==> src/sv/bbcd_pkg.sv <==
// Shared types and constants for the buffer cache directory.
// Request/response word layouts, status codes and default sizes.
// No dependencies.
package bbcd_pkg;

  localparam int unsigned EntriesDef = 64;
  localparam int unsigned RefBitsDef = 8;
  localparam int unsigned WordW      = 32;
  localparam int unsigned SlotW      = 6;
  localparam int unsigned StampW     = 16;
  localparam int unsigned StatusW    = 3;

  localparam logic ModeAcquire = 1'b0;
  localparam logic ModeRelease = 1'b1;

  localparam logic [StatusW-1:0] StHit        = 3'd0;
  localparam logic [StatusW-1:0] StFilled     = 3'd1;
  localparam logic [StatusW-1:0] StZero       = 3'd2;
  localparam logic [StatusW-1:0] StExhausted  = 3'd3;
  localparam logic [StatusW-1:0] StReleased   = 3'd4;
  localparam logic [StatusW-1:0] StBadRelease = 3'd5;
  localparam logic [StatusW-1:0] StCountFull  = 3'd6;

  typedef struct packed {
    logic             mode;
    logic [WordW-1:0] file_id;
    logic [WordW-1:0] block_index;
    logic [WordW-1:0] device_block;
    logic [SlotW-1:0] slot;
  } req_t;

  typedef struct packed {
    logic [StatusW-1:0] status;
    logic [SlotW-1:0]   slot_out;
    logic [WordW-1:0]   stored_device_block;
    logic               evicted;
  } rsp_t;

  // control from the sequencer to the compare unit
  typedef struct packed {
    logic clr;  // start of a new command: forget the victim candidate
    logic chk;  // a directory row is on the read port this cycle
  } cmp_ctl_t;

endpackage

==> src/sv/bbcd_cmp.sv <==
// Shared compare unit: tag match against the row on the read port and
// running choice of the oldest released, unpinned row.
// Depends on bbcd_pkg.
module bbcd_cmp #(
  parameter int unsigned AW       = 6,
  parameter int unsigned REF_BITS = bbcd_pkg::RefBitsDef
) (
  input  logic                          clk_i,
  input  logic                          rst_ni,
  input  bbcd_pkg::cmp_ctl_t            ctl_i,
  input  logic [bbcd_pkg::WordW-1:0]    req_file_i,
  input  logic [bbcd_pkg::WordW-1:0]    req_index_i,
  input  logic [bbcd_pkg::WordW-1:0]    row_file_i,
  input  logic [bbcd_pkg::WordW-1:0]    row_index_i,
  input  logic [REF_BITS-1:0]           row_refs_i,
  input  logic [bbcd_pkg::StampW-1:0]   row_stamp_i,
  input  logic [AW-1:0]                 row_addr_i,
  input  logic [bbcd_pkg::StampW-1:0]   rel_clock_i,
  output logic                          match_o,
  output logic                          found_o,
  output logic [AW-1:0]                 best_slot_o
);
  import bbcd_pkg::*;

  logic              found_q, found_d;
  logic [StampW-1:0] best_age_q, best_age_d;
  logic [AW-1:0]     best_slot_q, best_slot_d;
  logic [StampW-1:0] age;
  logic              better;

  assign match_o = ctl_i.chk && (row_file_i == req_file_i) && (row_index_i == req_index_i);

  // age wraps modulo 2^16; strict compare keeps the lowest slot on ties
  assign age    = rel_clock_i - row_stamp_i;
  assign better = ctl_i.chk && (row_refs_i == '0) && (!found_q || (age > best_age_q));

  always_comb begin
    found_d     = found_q;
    best_age_d  = best_age_q;
    best_slot_d = best_slot_q;
    if (ctl_i.clr) begin
      found_d = 1'b0;
    end else if (better) begin
      found_d     = 1'b1;
      best_age_d  = age;
      best_slot_d = row_addr_i;
    end
  end

  always_ff @(posedge clk_i or negedge rst_ni) begin
    if (!rst_ni) begin
      found_q <= 1'b0;
    end else begin
      found_q <= found_d;
    end
  end

  always_ff @(posedge clk_i) begin
    best_age_q  <= best_age_d;
    best_slot_q <= best_slot_d;
  end

  assign found_o     = found_q;
  assign best_slot_o = best_slot_q;

endmodule

==> config.mk <==
export PLATFORM = sky130hd
export DESIGN_NAME = bbcd_cmp
export DESIGN_NICKNAME = d
export VERILOG_FILES = /design/src/sv/bbcd_pkg.sv /design/src/sv/bbcd_cmp.sv
export SDC_FILE = /design/constraint.sdc
export NUM_CORES = 1
export LEC_CHECK = 0
export BUFFER_PORTS_ARGS = -buffer_cell sky130_fd_sc_hd__buf_2
export CORE_ASPECT_RATIO = 0.9
export CORE_MARGIN = 4
export CORE_UTILIZATION = 42
export CTS_CLUSTER_SIZE = 30
export DETAILED_ROUTE_END_ITERATION = 7
export PLACE_DENSITY = 0.82
export RECOVER_POWER = 25
export SYNTH_ARGS = -nofsm -noshare
export SYNTH_HDL_FRONTEND = slang
export SYNTH_SLANG_ARGS = --single-unit
==> constraint.sdc <==
create_clock -name clk_i -period 3.3 [get_ports clk_i]
set_input_delay 0.33 -clock clk_i [delete_from_list [all_inputs] [get_ports clk_i]]
set_output_delay 0.33 -clock clk_i [all_outputs]
set_load 0.01 [all_outputs]
# Word-level counts from Yosys, hierarchy flattened
# Index checks and enable logic that the tools add are counted.
[classes]
add_sub_neg = 1
n_reduce_logical = 9
bitwise = 1
magnitude_cmp = 1
n_eq_ne = 2
mux = 2
[ops]
columns = ["operator", "n"]
rows = [
  ["equality test 32 bit", 2],
  ["> comparator 16 bit", 1],
  ["subtractor 16 bit", 1],
  ["logical NOT 8 bit", 1],
  ["logical AND 1 bit", 4],
  ["2-to-1 mux 1 bit", 2],
  ["AND reduction 2 bit", 1],
  ["nonzero test 2 bit", 1],
  ["logical NOT 1 bit", 1],
  ["logical OR 1 bit", 1],
  ["inverter 1 bit", 1],
]
[word_totals]
in_bits = 178
output_inout_bits = 8
wordCells = 19
regBits = 23

# Logic depth before layout (Yosys ltp)
# Gate-level depths: netlist of the first run.
[logic_depth]
ltp_word = 6
depth_mapped = 16
mapped_depth_nobuf = 16

# Least setup slack after synthesis of the first run
# No wires, ideal clock.
[synth_timing]
path_type = "input to register"
from = "input port row_stamp_i[7] in the netlist's numbering"
to = "register best_age_q[0] (enable)"
cell_stages = 14
arrival_ns = 3.823
t_required_ns = 2.892
path_slack_ns = -0.931
n_path_buf = 0
setup_ns = 0.408
path_cell_list = "inv_1 > ha_1 > a21o_1 > or3_4 > o21ai_4 > o21bai_1 > a21o_1 > xor2_1 > ha_1 > nand3_1 > nor4_1 > a221o_1 > o21ai_1 > a21oi_1"
[synth_between]
elab_chain_cells = 5
[synth_lines]
columns = ["item", "line_no", "source"]
rows = [
  ["from (decl)", "bbcd_cmp.sv:16", "input logic [bbcd_pkg::StampW-1:0] row_stamp_i,"],
  ["subtractor 16 bit", "bbcd_cmp.sv:34", "assign age = rel_clock_i - row_stamp_i;"],
  ["named net age[10]", "bbcd_cmp.sv:28", "logic [StampW-1:0] age;"],
  ["> comparator 16 bit", "bbcd_cmp.sv:35", "assign better = ctl_i.chk && (row_refs_i == '0) && (!found_q || (age > best_age_q));"],
  ["logical OR 1 bit", "bbcd_cmp.sv:35", ""],
  ["logical AND 1 bit", "bbcd_cmp.sv:35", ""],
  ["AND reduction 2 bit (no source line)", "-", ""],
  ["to (signal assigned)", "bbcd_cmp.sv:59", "best_age_q <= best_age_d;"],
  ["to (decl)", "bbcd_cmp.sv:26", "logic [StampW-1:0] best_age_q, best_age_d;"],
]
# The timed path passes the listed nets, and every way through them passes these cells.
# A chain may end at the register's enable or synchronous reset.

# Worst setup path in the final report of the first run
[layout_timing]
from = "input port rel_clock_i[0] in the netlist's numbering"
to = "register best_age_q[14] (enable)"
[layout_between]
elab_chain_cells = 5
[layout_lines]
columns = ["item", "line_no", "source"]
rows = [
  ["from (decl)", "bbcd_cmp.sv:18", "input logic [bbcd_pkg::StampW-1:0] rel_clock_i,"],
  ["subtractor 16 bit", "bbcd_cmp.sv:34", ""],
  ["named net age[10]", "bbcd_cmp.sv:28", ""],
  ["> comparator 16 bit", "bbcd_cmp.sv:35", ""],
  ["logical OR 1 bit", "bbcd_cmp.sv:35", ""],
  ["logical AND 1 bit", "bbcd_cmp.sv:35", ""],
  ["AND reduction 2 bit (no source line)", "-", ""],
]
# The timed path passes the listed nets, and every way through them passes these cells.

==> results of run 1 <==
[cell families (layout without fill, tap and decap cells)]
logic type	after synthesis	after routing	share of synthesized area (%)
buf+inv	39	255	5.62
xor+xnor	76	76	25.6
fa+ha+maj	32	32	15.7
simple gates	63	63	12.9
compound gates	50	50	13.9
flops	23	23	26.3
[how the worst max path moves through the flow]
stage / startpoint / to / slack [ns] / depth (start not counted)
after floorplan: rel_clock_i[0] / best_age_q[0]$_DFFE_PP_ / -0.12 / 15
after global placement: rel_clock_i[0] / best_age_q[12]$_DFFE_PP_ / -0.20 / 17
after detailed placement: rel_clock_i[0] / best_slot_o[2]$_DFFE_PP_ / -0.35 / 17
after CTS: rel_clock_i[0] / best_slot_o[2]$_DFFE_PP_ / -0.0002 / 17
after global routing: rel_clock_i[0] / best_age_q[14]$_DFFE_PP_ / -0.09 / 17
final: rel_clock_i[0] / best_age_q[14]$_DFFE_PP_ / 0.05 / 17
[metrics by stage]
step | setup TNS [ns] | setup WS (ns) | instance area (um^2)
floorplan | -2.56 | -0.116 | 2680
global placement | -4.40 | -0.202 | 3890
detailed placement | -7.70 | -0.352 | 3890
CTS | -0.000460 | -0.000194 | 3960
global route | -1.65 | -0.0894 | 4010
finish | 0 | 0.0462 | 4010
[metal layers]
metal  track usage (%)  share of wire [%]
met5                 0                  0
met1              21.9                 36
met2              43.8                 55
met4              4.37                1.8
met3              4.71                7.5
[layout by cell type, fill, tap and decap left out, types with 4 or more instances in the layout]
cell        n
a21o_1      7
xnor2_1    70
buf_2     184
nand4_1    16
nand3_1     6
edfxtp_1   22
nor2_1     14
nor3_1      4
xor2_1      5
nand2_1     7
ha_1       27
o21ai_1     4
inv_1      36
nand2b_1    4
nor4_1      4
a21oi_1    10
buf_4      24
[final cells by class]
type / count / area, um^2 / share of cell area, %
Inverter: 39 / 159 / 3.97
Sequential cell: 23 / 686 / 17.1
Timing Repair Buffer: 212 / 1160 / 28.9
Tap cell: 70 / 87.6 / 2.19
Clock buffer: 3 / 41.3 / 1.03
Clock inverter: 1 / 5.00 / 0.125
Multi-Input combinational cell: 221 / 1870 / 46.7
[registers in the layout, indices dropped and copies added (netlist names)]
| register | flops |
|---|---|
| found_o | 1 |
| best_age_q | 16 |
| best_slot_o | 6 |
[power by group]
part           switching, mW  internal [mW]
clock network         0.0873         0.0843
registers          0.0000806          0.330
logic                  0.245          0.288
total                  0.333          0.702
[repair_timing]
action	in CTS	in global routing
endpoints found under the hold margin	1	0
pin swaps	3	3
hold buffers	1	0
resized for setup	3	7
buffers inserted	0	2
endpoints found under the setup margin	22	22
==> flow_results.xml, run 1 <==
<?xml version="1.0" encoding="UTF-8"?>
<metrics>
  <group name="status">
    <metric name="status" unit="">finished, final reports clean</metric>
  </group>
  <group name="final_layout">
    <metric name="num-nets-final" unit="">710</metric>
    <metric name="finalCoreUtilization" unit="%">68.4</metric>
    <metric name="final_layout_size_suffix_gt1_share" unit="%">46.9</metric>
    <metric name="fillers" unit="">484</metric>
    <metric name="diodes" unit="">0</metric>
    <metric name="syn_to_final_growth" unit="%">53.9</metric>
    <metric name="final-instance-count-excl-fill" unit="">569</metric>
  </group>
  <group name="power">
    <metric name="power_density" unit="nW/um^2">258</metric>
    <metric name="p_leak" unit="nW">1.96</metric>
    <metric name="irDropWorstVdd" unit="V">0.000152</metric>
    <metric name="finalPower" unit="mW">1.04</metric>
  </group>
  <group name="placement">
    <metric name="dp_hpwl" unit="um">7690</metric>
    <metric name="finalWeightedCongestion" unit="">0.922</metric>
    <metric name="placement.io_buffers" unit="">185</metric>
    <metric name="placed_cells" unit="">562</metric>
  </group>
  <group name="sta">
    <metric name="fin_crit_sh" unit="%">98.6</metric>
    <metric name="drv_slew" unit="">0</metric>
    <metric name="tightest_slew" unit="ns">0.835</metric>
    <metric name="setup_viol_count_final" unit="">0</metric>
    <metric name="rsz0062_at_grt" unit="">true</metric>
    <metric name="clock.fmax" unit="GHz">0.307</metric>
    <metric name="finalClockSkew" unit="ns">0.00524</metric>
    <metric name="maxSlewHeadroom" unit="%">42.9</metric>
    <metric name="timing_hold_violations_final" unit="">0</metric>
    <metric name="whs" unit="ns">0.243</metric>
    <metric name="final_period_minus_worst_setup_slack" unit="ns">3.25</metric>
  </group>
  <group name="clock_network">
    <metric name="h-tree-depth" unit="">1</metric>
    <metric name="tritoncts" unit="">done</metric>
    <metric name="clockRootBuffer" unit="">clkbuf_8</metric>
    <metric name="cts_buffer_depth" unit="">2</metric>
    <metric name="cts.sink_count" unit="">23</metric>
    <metric name="clk_transition_reported_paths" unit="ns">0.07</metric>
    <metric name="clk_latency" unit="ns">0.27</metric>
    <metric name="cts_inserted_buffers" unit="">3</metric>
  </group>
  <group name="worst_setup_path">
    <metric name="crit_path_max_fanout" unit="">5</metric>
    <metric name="ws_path_type" unit="">input port to flip-flop</metric>
    <metric name="timing.critical_path.slowest_cell_delay" unit="ns">0.40</metric>
    <metric name="cp_cell_sequence" unit="">buf_8 -&gt; inv_12 -&gt; ha_4 -&gt; fa_2 -&gt; nor2b_2 -&gt; o31a_1 -&gt; o21ai_4 -&gt; o21bai_1 -&gt; a21o_1 -&gt; xor2_2 -&gt; ha_1 -&gt; nand3_2 -&gt; nor4_4 -&gt; a221o_1 -&gt; o21ai_2 -&gt; a21oi_4 -&gt; buf_4</metric>
    <metric name="arr_time_crit_path" unit="ns">3.24</metric>
    <metric name="number_of_cells_traversed_by_the_worst_register_to_register_path" unit="">8</metric>
    <metric name="crit_path_start_kind" unit="">input port</metric>
    <metric name="timing.critical_path.required" unit="ns">3.29</metric>
    <metric name="reg2reg_slack" unit="ns">1.25</metric>
    <metric name="kind_of_capture_point_of_the_worst_setup_path" unit="">flip-flop</metric>
    <metric name="critical_path.top_delay_family" unit="">compound AO/OA/AOI/OAI gates</metric>
    <metric name="number_of_buffers_and_inverters_on_the_critical_path" unit="">3</metric>
    <metric name="worstReg2RegEnd" unit="">best_age_q[14]$_DFFE_PP_</metric>
    <metric name="cp_slowest_cell" unit="">fa_2</metric>
    <metric name="r2r-start" unit="">best_age_q[11]$_DFFE_PP_</metric>
  </group>
  <group name="synth">
    <metric name="net_count_after_synthesis" unit="">493</metric>
    <metric name="synth_cell_type_count" unit="">41</metric>
    <metric name="synth_flop_type" unit="">edfxtp_1</metric>
    <metric name="most_area_hungry_cell_type_in_the_yosys_netlist" unit="">edfxtp_1</metric>
    <metric name="synth.cell_area" unit="um^2">2600</metric>
    <metric name="post-synth-top-count-cell" unit="">xnor2_1</metric>
    <metric name="synth_top_cells_by_area" unit="">edfxtp_1 (25%), xnor2_1 (24%), ha_1 (15%)</metric>
    <metric name="synth_top_area_share" unit="%">25.4</metric>
    <metric name="synth-edff-count" unit="">22</metric>
    <metric name="synth_cells" unit="">283</metric>
    <metric name="synthesis.area_per_instance" unit="um^2">9.20</metric>
    <metric name="seq_area_frac_synth" unit="%">26.3</metric>
    <metric name="synth_common_cells" unit="">xnor2_1 (70), inv_1 (38), ha_1 (31)</metric>
    <metric name="synth_seq_cells" unit="">23</metric>
    <metric name="synth_async_sr_flop_share" unit="%">4.35</metric>
    <metric name="ys_warn_count" unit="">0</metric>
  </group>
  <group name="job">
    <metric name="drv.max_cap_violation_count" unit="">0</metric>
  </group>
  <group name="drt">
    <metric name="detail_route.drc_violations" unit="">0</metric>
    <metric name="routed_wire_length_per_instance" unit="um">14.5</metric>
    <metric name="route.detailed.vias_per_inst" unit="">5.06</metric>
    <metric name="via_count" unit="">2879</metric>
    <metric name="first_pass_iters" unit="">4</metric>
    <metric name="ant_nets" unit="">0</metric>
    <metric name="wl" unit="um">8240</metric>
    <metric name="drt_first_iter_violations" unit="">74</metric>
  </group>
  <group name="floorplanning">
    <metric name="boundaryPins" unit="">186</metric>
    <metric name="starting_density_of_the_core" unit="%">44.4</metric>
    <metric name="die-height" unit="um">82.7</metric>
    <metric name="placeableCoreArea" unit="um^2">5860</metric>
    <metric name="fp.dieArea" unit="um^2">7520</metric>
    <metric name="row_count" unit="">26</metric>
    <metric name="floorplan.die.width" unit="um">91.0</metric>
  </group>
  <group name="global_route">
    <metric name="grt_pass1_vias" unit="">2940</metric>
    <metric name="grt_max_degree" unit="">14</metric>
    <metric name="overflow" unit="">0</metric>
    <metric name="antenna_violations_before_repair" unit="">1</metric>
    <metric name="groute.usage.overall" unit="%">21.1</metric>
    <metric name="wire_length_of_the_first_global_routing_pass" unit="um">12800</metric>
  </group>
  <group name="min_path">
    <metric name="min_path_type" unit="">input port to flip-flop</metric>
    <metric name="min_from" unit="">row_addr_i[4]</metric>
    <metric name="hold_path_depth" unit="">1</metric>
    <metric name="timing.hold.worst_endpoint" unit="">best_slot_o[4]$_DFFE_PP_</metric>
  </group>
</metrics>
Power figures use the tool's default switching activity.
==> run 2, diff against run 1 <==
==> config.mk (replaced) <==
export PLATFORM = sky130hd
export DESIGN_NAME = bbcd_cmp
export DESIGN_NICKNAME = d
export VERILOG_FILES = /design/src/sv/bbcd_pkg.sv /design/src/sv/bbcd_cmp.sv
export SDC_FILE = /design/constraint.sdc
export NUM_CORES = 1
export LEC_CHECK = 0
export CORE_ASPECT_RATIO = 0.9
export CORE_MARGIN = 4
export CORE_UTILIZATION = 50
export CTS_CLUSTER_SIZE = 30
export DETAILED_ROUTE_END_ITERATION = 7
export DONT_BUFFER_PORTS = 1
export RECOVER_POWER = 25
export REMOVE_ABC_BUFFERS = 1
export SYNTH_ARGS = -nofsm -noshare
export SYNTH_HDL_FRONTEND = slang
export SYNTH_SLANG_ARGS = --single-unit
==> run 2 against run 1 <==
Effect of this change:
- die area decreased by 15%
- global-route usage decreased by 3.0 points
- combinational power shrank 23%
- first-iteration DRC count fell by 36%
- critical path type unchanged
- non-clock buffer count is 181 lower
- highest routed layer unchanged
- maximum frequency rose by 1.0%
- via count fell by 25%
- design area is 22% lower
- clock-buffer cell count up 1
- critical path depth decreased by 1
- register-to-register slack improved by 0.02 ns
- largest power group unchanged
==> flow_results.xml, run 2 (synthesis gave the netlist of run 1 again) <==
<?xml version="1.0" encoding="UTF-8"?>
<metrics>
  <group name="drt">
    <metric name="routed_wire_length_per_instance" unit="um">16.7</metric>
    <metric name="first_pass_iters" unit="">4</metric>
    <metric name="ant_nets" unit="">0</metric>
    <metric name="route.detailed.vias_per_inst" unit="">5.61</metric>
    <metric name="via_count" unit="">2147</metric>
    <metric name="wl" unit="um">6410</metric>
    <metric name="drt_first_iter_violations" unit="">47</metric>
    <metric name="detail_route.drc_violations" unit="">0</metric>
  </group>
  <group name="sta">
    <metric name="maxSlewHeadroom" unit="%">65.2</metric>
    <metric name="setup_viol_count_final" unit="">0</metric>
    <metric name="fin_crit_sh" unit="%">97.6</metric>
    <metric name="final_period_minus_worst_setup_slack" unit="ns">3.22</metric>
    <metric name="drv_slew" unit="">0</metric>
    <metric name="rsz0062_at_grt" unit="">true</metric>
    <metric name="clock.fmax" unit="GHz">0.310</metric>
    <metric name="finalClockSkew" unit="ns">0.00237</metric>
    <metric name="timing_hold_violations_final" unit="">0</metric>
    <metric name="tightest_slew" unit="ns">0.517</metric>
  </group>
  <group name="global_route">
    <metric name="overflow" unit="">0</metric>
    <metric name="globalRouteMet1Util" unit="%">23.4</metric>
    <metric name="use_met2" unit="%">31.5</metric>
    <metric name="antenna_violations_before_repair" unit="">0</metric>
    <metric name="layer_with_the_highest_usage_after_global_routing" unit="">met2</metric>
    <metric name="grt_pass1_vias" unit="">2048</metric>
    <metric name="groute.usage.overall" unit="%">18.1</metric>
    <metric name="grt.met3_usage" unit="%">4.54</metric>
    <metric name="grt_max_degree" unit="">13</metric>
    <metric name="wire_length_of_the_first_global_routing_pass" unit="um">9770</metric>
  </group>
  <group name="power">
    <metric name="finalPower" unit="uW">915</metric>
    <metric name="irDropWorstVdd" unit="V">0.000199</metric>
    <metric name="power_density" unit="nW/um^2">294</metric>
    <metric name="share_comb_of_total_power" unit="%">44.9</metric>
    <metric name="power_frac_seq" unit="%">36.0</metric>
    <metric name="clock_power_share" unit="%">19.1</metric>
    <metric name="switchingPower" unit="uW">275</metric>
    <metric name="netSwitchingFraction" unit="%">30.0</metric>
    <metric name="power_report.internal_total" unit="uW">640</metric>
    <metric name="p_leak" unit="nW">1.24</metric>
  </group>
  <group name="worst_setup_path">
    <metric name="arr_time_crit_path" unit="ns">3.20</metric>
    <metric name="crit_path_max_fanout" unit="">7</metric>
    <metric name="crit_path_start_kind" unit="">input port</metric>
    <metric name="kind_of_capture_point_of_the_worst_setup_path" unit="">flip-flop</metric>
    <metric name="ws_path_type" unit="">input port to flip-flop</metric>
    <metric name="timing.critical_path.required" unit="ns">3.28</metric>
  </group>
  <group name="placement">
    <metric name="dp_hpwl" unit="um">5750</metric>
    <metric name="placed_cells" unit="">373</metric>
    <metric name="finalWeightedCongestion" unit="">0.793</metric>
    <metric name="placement.io_buffers" unit="">0</metric>
  </group>
  <group name="floorplanning">
    <metric name="placeableCoreArea" unit="um^2">4950</metric>
    <metric name="row_count" unit="">24</metric>
    <metric name="boundaryPins" unit="">186</metric>
    <metric name="floorplan.die.width" unit="um">84.1</metric>
    <metric name="die-height" unit="um">76.4</metric>
    <metric name="starting_density_of_the_core" unit="%">52.5</metric>
    <metric name="fp.dieArea" unit="um^2">6430</metric>
  </group>
  <group name="final_layout">
    <metric name="syn_to_final_growth" unit="%">19.5</metric>
    <metric name="num-nets-final" unit="">529</metric>
    <metric name="mostFrequentLayoutCells" unit="">xnor2_1 (69), inv_1 (36), buf_4 (27)</metric>
    <metric name="final_layout_size_suffix_gt1_share" unit="%">17.6</metric>
    <metric name="largest-register" unit="">best_age_q</metric>
    <metric name="final_common_cell" unit="">xnor2_1</metric>
    <metric name="fillers" unit="">426</metric>
    <metric name="final-instance-count-excl-fill" unit="">383</metric>
    <metric name="diodes" unit="">0</metric>
    <metric name="largest_register_ffs" unit="">16</metric>
  </group>
  <group name="clock_network">
    <metric name="clk_transition_reported_paths" unit="ns">0.08</metric>
    <metric name="cts_inserted_buffers" unit="">3</metric>
    <metric name="clockRootBuffer" unit="">clkbuf_8</metric>
    <metric name="cts_buffer_depth" unit="">2</metric>
    <metric name="tritoncts" unit="">done</metric>
    <metric name="h-tree-depth" unit="">1</metric>
    <metric name="clk_latency" unit="ns">0.26</metric>
    <metric name="cts.sink_count" unit="">23</metric>
  </group>
  <group name="status">
    <metric name="status" unit="">finished, final reports clean</metric>
  </group>
  <group name="min_path">
    <metric name="min_path_type" unit="">input port to flip-flop</metric>
  </group>
  <group name="job">
    <metric name="drv.max_cap_violation_count" unit="">0</metric>
  </group>
</metrics>
## run 2: area by class of cell
class	instances	area, um^2	share of cell area [%]
Clock buffer	4	45.0	1.45
Timing Repair Buffer	31	246	7.92
Sequential cell	23	686	22.0
Inverter	39	154	4.95
Multi-Input combinational cell	221	1900	61.0
Tap cell	65	81.3	2.61
## run 2: worst max-delay path: stages
cell and delay (ns):
inv_8 0.01, ha_4 0.15, fa_2 0.39, nor2b_2 0.14, o31a_1 0.25, o21ai_4 0.09, o21bai_1 0.19, a21oi_1 0.10
xnor2_1 0.15, ha_1 0.31, nand4_1 0.13, nor4_2 0.28, a221o_1 0.21, o21ai_2 0.06, a21oi_2 0.23, buf_6 0.18
## run 2: routing by layer
metal / vias up / part of all wire, %
met2: 103 / 50
met1: 962 / 42
li1: 1075 / -
met3: 7 / 7.5
met5: - / 0
met4: 0 / 0.42
## run 2: power by group through the flow
stage	Combinational, mW	Sequential, mW	Clock [mW]
2_1_floorplan	0.278	0.336	0
3_3_place_gp	0.364	0.336	0
3_5_place_dp	0.370	0.336	0
4_1_cts	0.374	0.330	0.179
5_1_grt	0.459	0.330	0.196
6_report	0.410	0.330	0.175
## run 2: timing repair
| item | CTS | global route |
|---|---|---|
| resized for setup | 1 | 25 |
| pin swaps | 0 | 27 |
| buffers inserted | 0 | 5 |
| setup endpoints to repair | 22 | 22 |
| hold buffers | 1 | 0 |
| endpoints found under the hold margin | 1 | 0 |
## run 2: through the flow
step / instance area, um^2 / util (%) / hold WS, ns / setup WS, ns / TNS (ns)
finish: 3110 / 62.8 / 0.146 / 0.0794 / 0
floorplan: 2600 / - / 0.0344 / -0.931 / -20.48
detailed placement: 2880 / 58.0 / 0.0345 / -0.289 / -6.32
global route: 3110 / 62.8 / 0.138 / -0.103 / -2.24
global placement: 2880 / 58.0 / 0.0345 / -0.184 / -3.98
CTS: 2940 / 59.3 / 0.143 / 0.0811 / 0
## run 2: worst paths after layout
path	startpoint	endpoint	slack [ns]	depth (start not counted)
min in group asynchronous	rst_ni	found_o$_DFFE_PN0P_	0.27	1
hold reg to reg	found_o$_DFFE_PN0P_	found_o$_DFFE_PN0P_	0.62	2
hold / removal	ctl_i[1]	found_o$_DFFE_PN0P_	0.15	1
setup reg to reg	best_age_q[15]$_DFFE_PP_	best_age_q[2]$_DFFE_PP_	1.27	8
max in group asynchronous	rst_ni	found_o$_DFFE_PN0P_	2.92	1
setup / recovery	rel_clock_i[0]	best_age_q[2]$_DFFE_PP_	0.08	16
==> run 3, diff against run 2 <==
==> constraint.sdc (replaced) <==
create_clock -name clk_i -period 3.3 [get_ports clk_i]
set_input_delay 0.165 -clock clk_i [delete_from_list [all_inputs] [get_ports clk_i]]
set_output_delay 0.165 -clock clk_i [all_outputs]
set_load 0.01 [all_outputs]
==> run 3 against run 2 <==
Effect of this change:
- utilization shrank 3.6 points
- clock skew grew 0.00084 ns
- hold slack lost 0.033 ns
- combinational power shrank 10%
- die area is the same
- register-to-register slack lost 0.04 ns
- maximum frequency grew 5.5%
==> flow_results.xml, run 3 (synthesis gave the netlist of run 1 again) <==
<?xml version="1.0" encoding="UTF-8"?>
<metrics>
  <group name="placement">
    <metric name="postPlaceCellArea" unit="um^2">2780</metric>
    <metric name="placement.io_buffers" unit="">0</metric>
    <metric name="post-place-ws" unit="ns">-0.123</metric>
    <metric name="dp_hpwl" unit="um">5680</metric>
    <metric name="finalWeightedCongestion" unit="">0.806</metric>
    <metric name="placed_cells" unit="">360</metric>
  </group>
  <group name="drt">
    <metric name="routed_wire_length_per_instance" unit="um">16.7</metric>
    <metric name="first_pass_iters" unit="">4</metric>
    <metric name="drt_first_iter_violations" unit="">40</metric>
    <metric name="via_count" unit="">2100</metric>
    <metric name="detail_route.drc_violations" unit="">0</metric>
    <metric name="wl" unit="um">6210</metric>
    <metric name="ant_nets" unit="">0</metric>
    <metric name="route.detailed.vias_per_inst" unit="">5.65</metric>
  </group>
  <group name="min_path">
    <metric name="min_path_type" unit="">input port to asynchronous set/reset pin</metric>
  </group>
  <group name="worst_setup_path">
    <metric name="timing.critical_path.required" unit="ns">3.27</metric>
    <metric name="kind_of_capture_point_of_the_worst_setup_path" unit="">flip-flop</metric>
    <metric name="number_of_cells_traversed_by_the_worst_register_to_register_path" unit="">8</metric>
    <metric name="crit_path_start_kind" unit="">input port</metric>
    <metric name="timing.critical_path.slowest_cell_delay" unit="ns">0.32</metric>
    <metric name="arr_time_crit_path" unit="ns">3.02</metric>
    <metric name="cp_slowest_cell" unit="">ha_1</metric>
    <metric name="ws_path_type" unit="">input port to flip-flop</metric>
    <metric name="crit_path_max_fanout" unit="">12</metric>
    <metric name="cp_cell_sequence" unit="">inv_1 -&gt; ha_1 -&gt; buf_4 -&gt; o211ai_1 -&gt; nor3_1 -&gt; o21ai_1 -&gt; o211ai_1 -&gt; o221ai_1 -&gt; xnor2_1 -&gt; ha_1 -&gt; nand4_1 -&gt; nor4_4 -&gt; a221o_1 -&gt; o21ai_1 -&gt; a21oi_2 -&gt; buf_4</metric>
  </group>
  <group name="global_route">
    <metric name="grt_max_degree" unit="">14</metric>
    <metric name="overflow" unit="">0</metric>
    <metric name="groute.usage.overall" unit="%">19.1</metric>
    <metric name="antenna_violations_before_repair" unit="">0</metric>
    <metric name="grt_pass1_vias" unit="">2181</metric>
    <metric name="wire_length_of_the_first_global_routing_pass" unit="um">10200</metric>
  </group>
  <group name="final_layout">
    <metric name="diodes" unit="">0</metric>
    <metric name="largest_register_ffs" unit="">16</metric>
    <metric name="mostFrequentLayoutCells" unit="">xnor2_1 (70), inv_1 (38), ha_1 (31)</metric>
    <metric name="largest-register" unit="">best_age_q</metric>
    <metric name="final_layout_size_suffix_gt1_share" unit="%">7.82</metric>
    <metric name="num-nets-final" unit="">518</metric>
    <metric name="final_common_cell" unit="">xnor2_1</metric>
    <metric name="finalCoreUtilization" unit="%">59.2</metric>
    <metric name="final-instance-count-excl-fill" unit="">372</metric>
    <metric name="syn_to_final_growth" unit="%">12.6</metric>
    <metric name="design_area" unit="um^2">2930</metric>
    <metric name="fillers" unit="">463</metric>
  </group>
  <group name="clock_network">
    <metric name="cts_inserted_buffers" unit="">3</metric>
    <metric name="clk_transition_reported_paths" unit="ns">0.08</metric>
    <metric name="clockRootBuffer" unit="">clkbuf_8</metric>
    <metric name="cts.sink_count" unit="">23</metric>
    <metric name="tritoncts" unit="">done</metric>
    <metric name="clk_latency" unit="ns">0.27</metric>
    <metric name="h-tree-depth" unit="">1</metric>
    <metric name="cts_buffer_depth" unit="">2</metric>
  </group>
  <group name="sta">
    <metric name="final_period_minus_worst_setup_slack" unit="ns">3.05</metric>
    <metric name="setup_viol_count_final" unit="">0</metric>
    <metric name="fin_crit_sh" unit="%">92.5</metric>
    <metric name="drv_slew" unit="">0</metric>
    <metric name="maxSlewHeadroom" unit="%">61.7</metric>
    <metric name="clock.fmax" unit="GHz">0.328</metric>
    <metric name="finalSetupTns" unit="ns">0</metric>
    <metric name="whs" unit="ns">0.112</metric>
    <metric name="tightest_slew" unit="ns">0.570</metric>
    <metric name="post-route-worst-setup-slack" unit="ns">0.248</metric>
    <metric name="timing_hold_violations_final" unit="">0</metric>
    <metric name="finalClockSkew" unit="ns">0.00322</metric>
  </group>
  <group name="power">
    <metric name="irDropWorstVdd" unit="V">0.000167</metric>
    <metric name="power_frac_seq" unit="%">37.7</metric>
    <metric name="clock_power_share" unit="%">20.2</metric>
    <metric name="power_report.internal_total" unit="uW">606</metric>
    <metric name="p_leak" unit="nW">1.18</metric>
    <metric name="switchingPower" unit="uW">268</metric>
    <metric name="finalPower" unit="uW">874</metric>
    <metric name="netSwitchingFraction" unit="%">30.7</metric>
    <metric name="power_density" unit="nW/um^2">298</metric>
    <metric name="share_comb_of_total_power" unit="%">42.1</metric>
  </group>
  <group name="floorplanning">
    <metric name="placeableCoreArea" unit="um^2">4950</metric>
    <metric name="die-height" unit="um">76.4</metric>
    <metric name="row_count" unit="">24</metric>
    <metric name="starting_density_of_the_core" unit="%">52.5</metric>
    <metric name="boundaryPins" unit="">186</metric>
    <metric name="floorplan.die.width" unit="um">84.1</metric>
    <metric name="fp.dieArea" unit="um^2">6430</metric>
  </group>
  <group name="job">
    <metric name="drv.max_cap_violation_count" unit="">0</metric>
  </group>
  <group name="status">
    <metric name="status" unit="">finished, final reports clean</metric>
  </group>
</metrics>
[run 3: changes by cell type in the layout (fill, tap and decap cells not counted), moves of 3 or more]
cell / change
buf_6: -3
ha_1: +6
buf_4: -15
dlygate4sd3_1: +7
ha_4: -5
[run 3: power by group through the flow]
stage	logic [mW]	clock network (mW)	registers (mW)
global placement	0.350	0	0.336
finish	0.368	0.177	0.330
CTS	0.362	0.180	0.330
detailed placement	0.352	0	0.336
global route	0.418	0.201	0.330
floorplan	0.278	0	0.336
[run 3: worst max-delay path, delay by kind of cell]
| kind | cells | cell delay, ns |
|---|---|---|
| xor+xnor | 1 | 0.20 |
| simple gates | 3 | 0.62 |
| buf+inv | 3 | 0.36 |
| compound gates | 7 | 1.05 |
| fa+ha+maj | 2 | 0.60 |
[run 3: path summary, 6_finish.rpt]
check                      slack, ns               startpoint                  endpoint
min in group clk_i              0.13            row_refs_i[6]       found_o$_DFFE_PN0P_
max reg2reg                     1.23  best_age_q[8]$_DFFE_PP_  best_age_q[12]$_DFFE_PP_
min reg2reg                     0.63      found_o$_DFFE_PN0P_       found_o$_DFFE_PN0P_
max in group asynchronous       3.07                   rst_ni       found_o$_DFFE_PN0P_
max                             0.25           row_stamp_i[7]  best_age_q[12]$_DFFE_PP_
min                             0.11                   rst_ni       found_o$_DFFE_PN0P_
[run 3: final cells by class]
class	instances	area, um^2	share of cell area, %
Timing Repair Buffer	20	170	5.80
Inverter	39	146	4.99
Sequential cell	23	686	23.4
Tap cell	65	81.3	2.77
Clock inverter	1	5.00	0.171
Multi-Input combinational cell	221	1800	61.5
Clock buffer	3	41.3	1.41
[run 3: what timing repair did]
item / in CTS / in global routing
setup buffers: 0 / 0
hold buffers: 8 / 0
endpoints found under the hold margin: 8 / 0
resized for setup: 0 / 4
endpoints found under the setup margin: 0 / 22
[run 3: routing by layer]
metal  share of wire [%]  wire length, um  GRT usage, %
met5                   0                0             0
met4                 1.0               62          2.57
met3                 7.7              478          4.54
met2                  50             3120          34.2
met1                  41             2550          23.8
